### src/design/beep_pattern_sequencer_assert.svh
// ----------------------------------------------------------------------------
// beep_pattern_sequencer_assert.svh
// Assertion macros shared by the beep pattern sequencer modules.
// ----------------------------------------------------------------------------
`ifndef BEEP_PATTERN_SEQUENCER_ASSERT_SVH
`define BEEP_PATTERN_SEQUENCER_ASSERT_SVH

// Same-cycle implication, sampled on clk, off while rst_n is low.
`define BPS_ASSERT_NOW(label, ante, cons, msg) \
  label: assert property (@(posedge clk) disable iff (!rst_n) (ante) |-> (cons)) \
    else $error(msg);

// Next-cycle implication, sampled on clk, off while rst_n is low.
`define BPS_ASSERT_NEXT(label, ante, cons, msg) \
  label: assert property (@(posedge clk) disable iff (!rst_n) (ante) |=> (cons)) \
    else $error(msg);

`endif

### src/design/bps_pkg.sv
// ----------------------------------------------------------------------------
// bps_pkg
// Types, command codes and pattern sheet contents of the beep pattern
// sequencer.
// ----------------------------------------------------------------------------
package bps_pkg;

  localparam int unsigned SHEET_COUNT = 17;
  localparam int unsigned SHEET_LEN   = 19;
  localparam int unsigned SHEET_IDX_W = 5;
  localparam logic [7:0]  STOP_MARK   = 8'hFF;

  typedef enum logic [1:0] {
    CMD_TICK       = 2'd0,
    CMD_PLAY       = 2'd1,
    CMD_STOP       = 2'd2,
    CMD_SET_REPEAT = 2'd3
  } bps_cmd_t;

  typedef enum logic {
    ST_LOAD = 1'b0,
    ST_RUN  = 1'b1
  } bps_state_t;

  typedef struct packed {
    logic beeper_on;
    logic playing;
  } bps_result_t;

  typedef logic [0:SHEET_LEN-1][7:0] bps_row_t;

  function automatic bps_row_t sheet_row(input logic [7:0] sheet);
    bps_row_t row;
    unique case (sheet)
      8'd0:  row = '{0: 8'd10, 1: 8'd10, default: STOP_MARK};
      8'd1:  row = '{0: 8'd10, 1: 8'd10, 2: 8'd10, 3: 8'd10, default: STOP_MARK};
      8'd2:  row = '{0: 8'd30, 1: 8'd5, 2: 8'd5, 3: 8'd5, default: STOP_MARK};
      8'd3:  row = '{0: 8'd0, 1: 8'd245, 2: 8'd10, 3: 8'd5, default: STOP_MARK};
      8'd4:  row = '{0: 8'd15, 1: 8'd5, 2: 8'd15, 3: 8'd5, default: STOP_MARK};
      8'd5:  row = '{0: 8'd0, 1: 8'd100, 2: 8'd10, default: STOP_MARK};
      8'd6:  row = '{0: 8'd25, 1: 8'd50, default: STOP_MARK};
      8'd7:  row = '{0: 8'd50, 1: 8'd2, default: STOP_MARK};
      8'd8:  row = '{0: 8'd50, 1: 8'd50, default: STOP_MARK};
      8'd9:  row = '{0: 8'd10, 1: 8'd10, 2: 8'd10, 3: 8'd10, 4: 8'd10, 5: 8'd40,
                     6: 8'd40, 7: 8'd10, 8: 8'd40, 9: 8'd10, 10: 8'd40, 11: 8'd40,
                     12: 8'd10, 13: 8'd10, 14: 8'd10, 15: 8'd10, 16: 8'd10,
                     17: 8'd70, default: STOP_MARK};
      8'd10: row = '{0: 8'd5, 1: 8'd5, 2: 8'd15, 3: 8'd5, 4: 8'd5, 5: 8'd5,
                     6: 8'd15, 7: 8'd30, default: STOP_MARK};
      8'd11: row = '{0: 8'd4, 1: 8'd5, 2: 8'd4, 3: 8'd5, 4: 8'd8, 5: 8'd5,
                     6: 8'd15, 7: 8'd5, 8: 8'd8, 9: 8'd5, 10: 8'd4, 11: 8'd5,
                     12: 8'd4, 13: 8'd5, default: STOP_MARK};
      8'd12: row = '{0: 8'd5, 1: 8'd5, 2: 8'd5, 3: 8'd5, default: STOP_MARK};
      8'd13: row = '{0: 8'd20, 1: 8'd15, 2: 8'd35, 3: 8'd5, default: STOP_MARK};
      8'd14: row = '{0: 8'd20, 1: 8'd10, 2: 8'd20, 3: 8'd10, 4: 8'd20, 5: 8'd10,
                     default: STOP_MARK};
      8'd15: row = '{0: 8'd10, 1: 8'd10, 2: 8'd10, 3: 8'd10, 4: 8'd10, 5: 8'd40,
                     6: 8'd40, 7: 8'd10, 8: 8'd80, 9: 8'd160, default: STOP_MARK};
      8'd16: row = '{0: 8'd40, 1: 8'd5, 2: 8'd5, 3: 8'd5, 4: 8'd5, 5: 8'd5,
                     default: STOP_MARK};
      default: row = '{default: STOP_MARK};
    endcase
    return row;
  endfunction

  // Anything beyond a sheet reads as the stop mark.
  function automatic logic [7:0] sheet_entry(input logic [7:0] sheet,
                                             input logic [7:0] step);
    bps_row_t row;
    row = sheet_row(sheet);
    if (step < 8'(SHEET_LEN)) begin
      return row[step[SHEET_IDX_W-1:0]];
    end
    return STOP_MARK;
  endfunction

  function automatic logic [7:0] first_step(input logic [4:0] sheet);
    return sheet_entry({3'b000, sheet}, 8'd0);
  endfunction

  function automatic logic [7:0] second_step(input logic [4:0] sheet);
    return sheet_entry({3'b000, sheet}, 8'd1);
  endfunction

endpackage

### src/design/bps_obuf.sv
// ----------------------------------------------------------------------------
// bps_obuf
// Two-entry result buffer: an output register backed by a skid register so
// that the request side sees a registered stall.
// ----------------------------------------------------------------------------
`include "beep_pattern_sequencer_assert.svh"

module bps_obuf (
  input  logic                 clk,
  input  logic                 rst_n,
  input  logic                 push_i,
  input  bps_pkg::bps_result_t push_data_i,
  input  logic                 out_stall_i,
  output logic                 out_valid_o,
  output bps_pkg::bps_result_t out_data_o,
  output logic                 full_o
);

  import bps_pkg::*;

  logic        out_valid_r, out_valid_nxt;
  logic        skid_valid_r, skid_valid_nxt;
  bps_result_t out_data_r, out_data_nxt;
  bps_result_t skid_data_r, skid_data_nxt;
  logic        out_free;

  assign out_free = !out_valid_r || !out_stall_i;

  always_comb begin
    out_valid_nxt  = out_valid_r;
    out_data_nxt   = out_data_r;
    skid_valid_nxt = skid_valid_r;
    skid_data_nxt  = skid_data_r;
    if (out_free) begin
      priority if (skid_valid_r) begin
        out_valid_nxt  = 1'b1;
        out_data_nxt   = skid_data_r;
        skid_valid_nxt = 1'b0;
      end else if (push_i) begin
        out_valid_nxt = 1'b1;
        out_data_nxt  = push_data_i;
      end else begin
        out_valid_nxt = 1'b0;
      end
    end else if (push_i) begin
      // hold the new result behind the stalled one
      skid_valid_nxt = 1'b1;
      skid_data_nxt  = push_data_i;
    end
  end

  always_ff @(posedge clk) begin
    if (!rst_n) begin
      out_valid_r  <= 1'b0;
      skid_valid_r <= 1'b0;
    end else begin
      out_valid_r  <= out_valid_nxt;
      skid_valid_r <= skid_valid_nxt;
    end
  end

  always_ff @(posedge clk) begin
    out_data_r  <= out_data_nxt;
    skid_data_r <= skid_data_nxt;
  end

  assign out_valid_o = out_valid_r;
  assign out_data_o  = out_data_r;
  assign full_o      = skid_valid_r;

  `BPS_ASSERT_NOW(a_skid_behind_out, skid_valid_r, out_valid_r, "skid entry without output entry")
  `BPS_ASSERT_NEXT(a_skid_drains, skid_valid_r && !out_stall_i, !skid_valid_r, "skid not drained")
  `BPS_ASSERT_NEXT(a_skid_catches, push_i && out_valid_r && out_stall_i, skid_valid_r,
                   "result lost behind stalled output")

endmodule

### config.mk
export PLATFORM = sky130hd
export DESIGN_NAME = bps_obuf
export DESIGN_NICKNAME = d
export VERILOG_FILES = /design/src/design/bps_pkg.sv /design/src/design/bps_obuf.sv
export VERILOG_INCLUDE_DIRS = /design/src /design/src/design
export SDC_FILE = /design/constraint.sdc
export NUM_CORES = 1
export LEC_CHECK = 0
export BUFFER_PORTS_ARGS = -buffer_cell sky130_fd_sc_hd__buf_2
export CAP_MARGIN = 0
export CORE_AREA = 8 8 45 47
export DETAILED_ROUTE_END_ITERATION = 8
export DIE_AREA = 0 0 53 55
export PLACE_DENSITY_LB_ADDON = 0.1
export SLEW_MARGIN = 15
export SYNTH_ARGS = -nofsm -noshare
export SYNTH_HDL_FRONTEND = slang
export SYNTH_SLANG_ARGS = --single-unit
### constraint.sdc
create_clock -name clk -period 1.9 [get_ports clk]
set_clock_uncertainty 0.1 [all_clocks]
set_input_delay 0.19 -clock clk [delete_from_list [all_inputs] [get_ports clk]]
set_output_delay 0.19 -clock clk [all_outputs]
set_load 0.01 [all_outputs]
==> results.sh <==
export IMPL_postCtsResizedCells=0
export IMPL_grt_pass1_vias=174
export IMPL_post_place_ws_ns=0.808
export IMPL_cp_max_fo=4
export IMPL_min_to="skid_data_r[0]$_DFFE_PP_"
export IMPL_diodes=0
export IMPL_antenna_found_initial=0
export IMPL_clock_path_buffers=2
export IMPL_r2r_end="out_data_o[1]$_DFFE_PP_"
export IMPL_grt_use_total=0.0351
export IMPL_finalNetCount=34
export IMPL_hold_start="push_data_i[0]"
export IMPL_clock_fmax_ghz=0.920
export IMPL_cp_end_kind="register"
export IMPL_worstPathRequired_ns=1.78
export IMPL_synth_distinct_cells=9
export IMPL_cts_setup_buffers=0
export IMPL_maxCapViolCount=0
export IMPL_viasPerCell=3.62
export IMPL_syn_avg_cell_area_sq_um=16.0
export IMPL_min_period_ns=1.09
export IMPL_dpl_cell_area_sq_um=289
export IMPL_die_h_um=55
export IMPL_timing_worst_slew_pin_value_ns=0.224
export IMPL_postRouteAntennaNets=0
export IMPL_hold_violations=0
export IMPL_max_stage_delay_ns=0.38
export IMPL_worstHoldPathType="input pin to register"
export IMPL_powerDensity_mw_per_mm2=909
export IMPL_cts_tree="done"
export IMPL_design_area_sq_um=312
export IMPL_drtIter0Drc=0
export IMPL_portBuffers=9
export IMPL_numCtsBuffers=3
export IMPL_maxSlewHeadroom=0.851
export IMPL_setup_tns_ns=0
export IMPL_hold_path_depth=1
export IMPL_drc_errors=0
export IMPL_start_kind="register"
export IMPL_core_rowCount=14
export IMPL_p_total_mw=0.283
export IMPL_clk_insertion_delay_late_ns=0.24
export IMPL_clk_pin_slew_ns=0.04
export IMPL_synth_seq_cells=6
export IMPL_r2r_start="full_o$_SDFFE_PP0P_"
export IMPL_yosysSeqAreaShare=0.715
export IMPL_crit_chain="mux2_2"
export IMPL_area_sequential_sq_um=160
export IMPL_area_growth_synth_to_final_pct=39.1
export IMPL_grt_pass1_wl_um=676
export IMPL_ir_drop_uv=232
export IMPL_fin_crit_sh=0.572
export IMPL_ctsHoldBuffers=0
export IMPL_vias=152
export IMPL_final_cells=42
export IMPL_grt_max_degree=5
export IMPL_multiInputGateArea_sq_um=63.8
export IMPL_overflow=0
export IMPL_gp_congestion=0.635
export IMPL_synth_area_sq_um=224
export IMPL_drv_slew=0
export IMPL_initial_utilization=0.162
export IMPL_leakage_nw=0.129
export IMPL_cp_arrival_ns=0.97
export IMPL_dieArea_sq_mm=0.00292
export IMPL_drive_gt1_frac=0.615
export IMPL_crit_buf_inv=0
export IMPL_slowest_stage="dfxtp_1"
export IMPL_ioPinCount=10
export IMPL_post_route_util=0.225
export IMPL_ctsHtreeMaxLevel=1
export IMPL_yosysWarnings=0
export IMPL_rrSetupSlack_ns=0.81
export IMPL_grt_setup_unrepaired="no"
export IMPL_cp_top_family="flip-flops"
export IMPL_syn_nets=20
export IMPL_setup_violations_final=0
export IMPL_setup_ws_ns=0.813
export IMPL_wl_per_cell_um=10.2
export IMPL_drt_first_pass_iters=1
export IMPL_r2r_cells=1
export IMPL_crit_type="register to register"
export IMPL_syn_inst=14
export IMPL_fin_hold_ws_ns=0.0449
export IMPL_fillCellCount=158
export IMPL_totalWireLength_um=427
export IMPL_clock_sinks=6
export IMPL_die_w_um=53
export IMPL_dp_cells=39
export IMPL_cts_root_buf="clkbuf_4"
export IMPL_status="finished, final reports clean"
export IMPL_core_sq_mm=0.00138
-- cells by family (layout without fill, tap and decap cells) --
group | Yosys count | in the layout | share of synthesized area
flops | 6 | 6 | 0.715
simple gates | 4 | 4 | 0.129
compound gates | 2 | 2 | 0.0559
mux | 2 | 2 | 0.101
buf+inv | 0 | 12 | 0
-- registers in the layout (all words and copies together), names as in the netlist --
name and flops:
full_o 1, out_data_o 2, skid_data_r 2, out_valid_o 1
-- area by class of cell --
cell class / instances / area share
clock buffers: 3 / 0.0723
repair buffers: 9 / 0.145
multi-input cells: 8 / 0.205
flip-flops and latches: 6 / 0.514
well taps: 16 / 0.0643
-- cells in the mapped netlist --
cell type,number,area (sq um)
nand2_1,1,3.75
a21boi_0,1,7.51
edfxtp_1,4,120
a21oi_1,1,5.00
and3_1,1,6.26
dfxtp_1,2,40.0
nor2_2,1,6.26
mux2_2,2,22.5
nor3b_2,1,12.5
-- placed cells by master (no fill, tap or decap) --
master    netlist  routed
nand2_1         1       1
nor3b_2         1       1
edfxtp_1        4       4
nor2_2          1       1
buf_2           0       9
dfxtp_1         2       2
and3_1          1       1
a21oi_1         1       1
mux2_2          2       2
clkbuf_4        0       3
a21boi_0        1       1
-- power by group --
part | switching (mW) | total (mW) | leakage (nW) | internal [mW]
clock network | 0.0406 | 0.112 | 0.0138 | 0.0711
registers | 0.00247 | 0.149 | 0.0541 | 0.146
logic | 0.0112 | 0.0227 | 0.0609 | 0.0114
-- how the worst max path moves through the flow --
stage / to / slack, ns / depth (start not counted) / startpoint
5_1_grt: out_data_o[0]$_DFFE_PP_ / 0.75 / 2 / full_o$_SDFFE_PP0P_
4_1_cts: out_data_o[1]$_DFFE_PP_ / 0.80 / 1 / full_o$_SDFFE_PP0P_
3_5_place_dp: out_data_o[1]$_DFFE_PP_ / 0.81 / 1 / full_o$_SDFFE_PP0P_
6_report: out_data_o[1]$_DFFE_PP_ / 0.81 / 1 / full_o$_SDFFE_PP0P_
2_1_floorplan: out_data_o[0]$_DFFE_PP_ / 0.79 / 1 / full_o$_SDFFE_PP0P_
3_3_place_gp: out_data_o[1]$_DFFE_PP_ / 0.81 / 2 / full_o$_SDFFE_PP0P_
-- metal layers --
metal / GRT usage / vias to the layer above / share of wire
met5: 0 / - / 0
met4: 0.0388 / 0 / 0
met3: 0.0267 / 0 / 0.084
met2: 0.0410 / 7 / 0.46
met1: 0.0370 / 69 / 0.45
li1: - / 76 / -
Power figures use the tool's default switching activity.
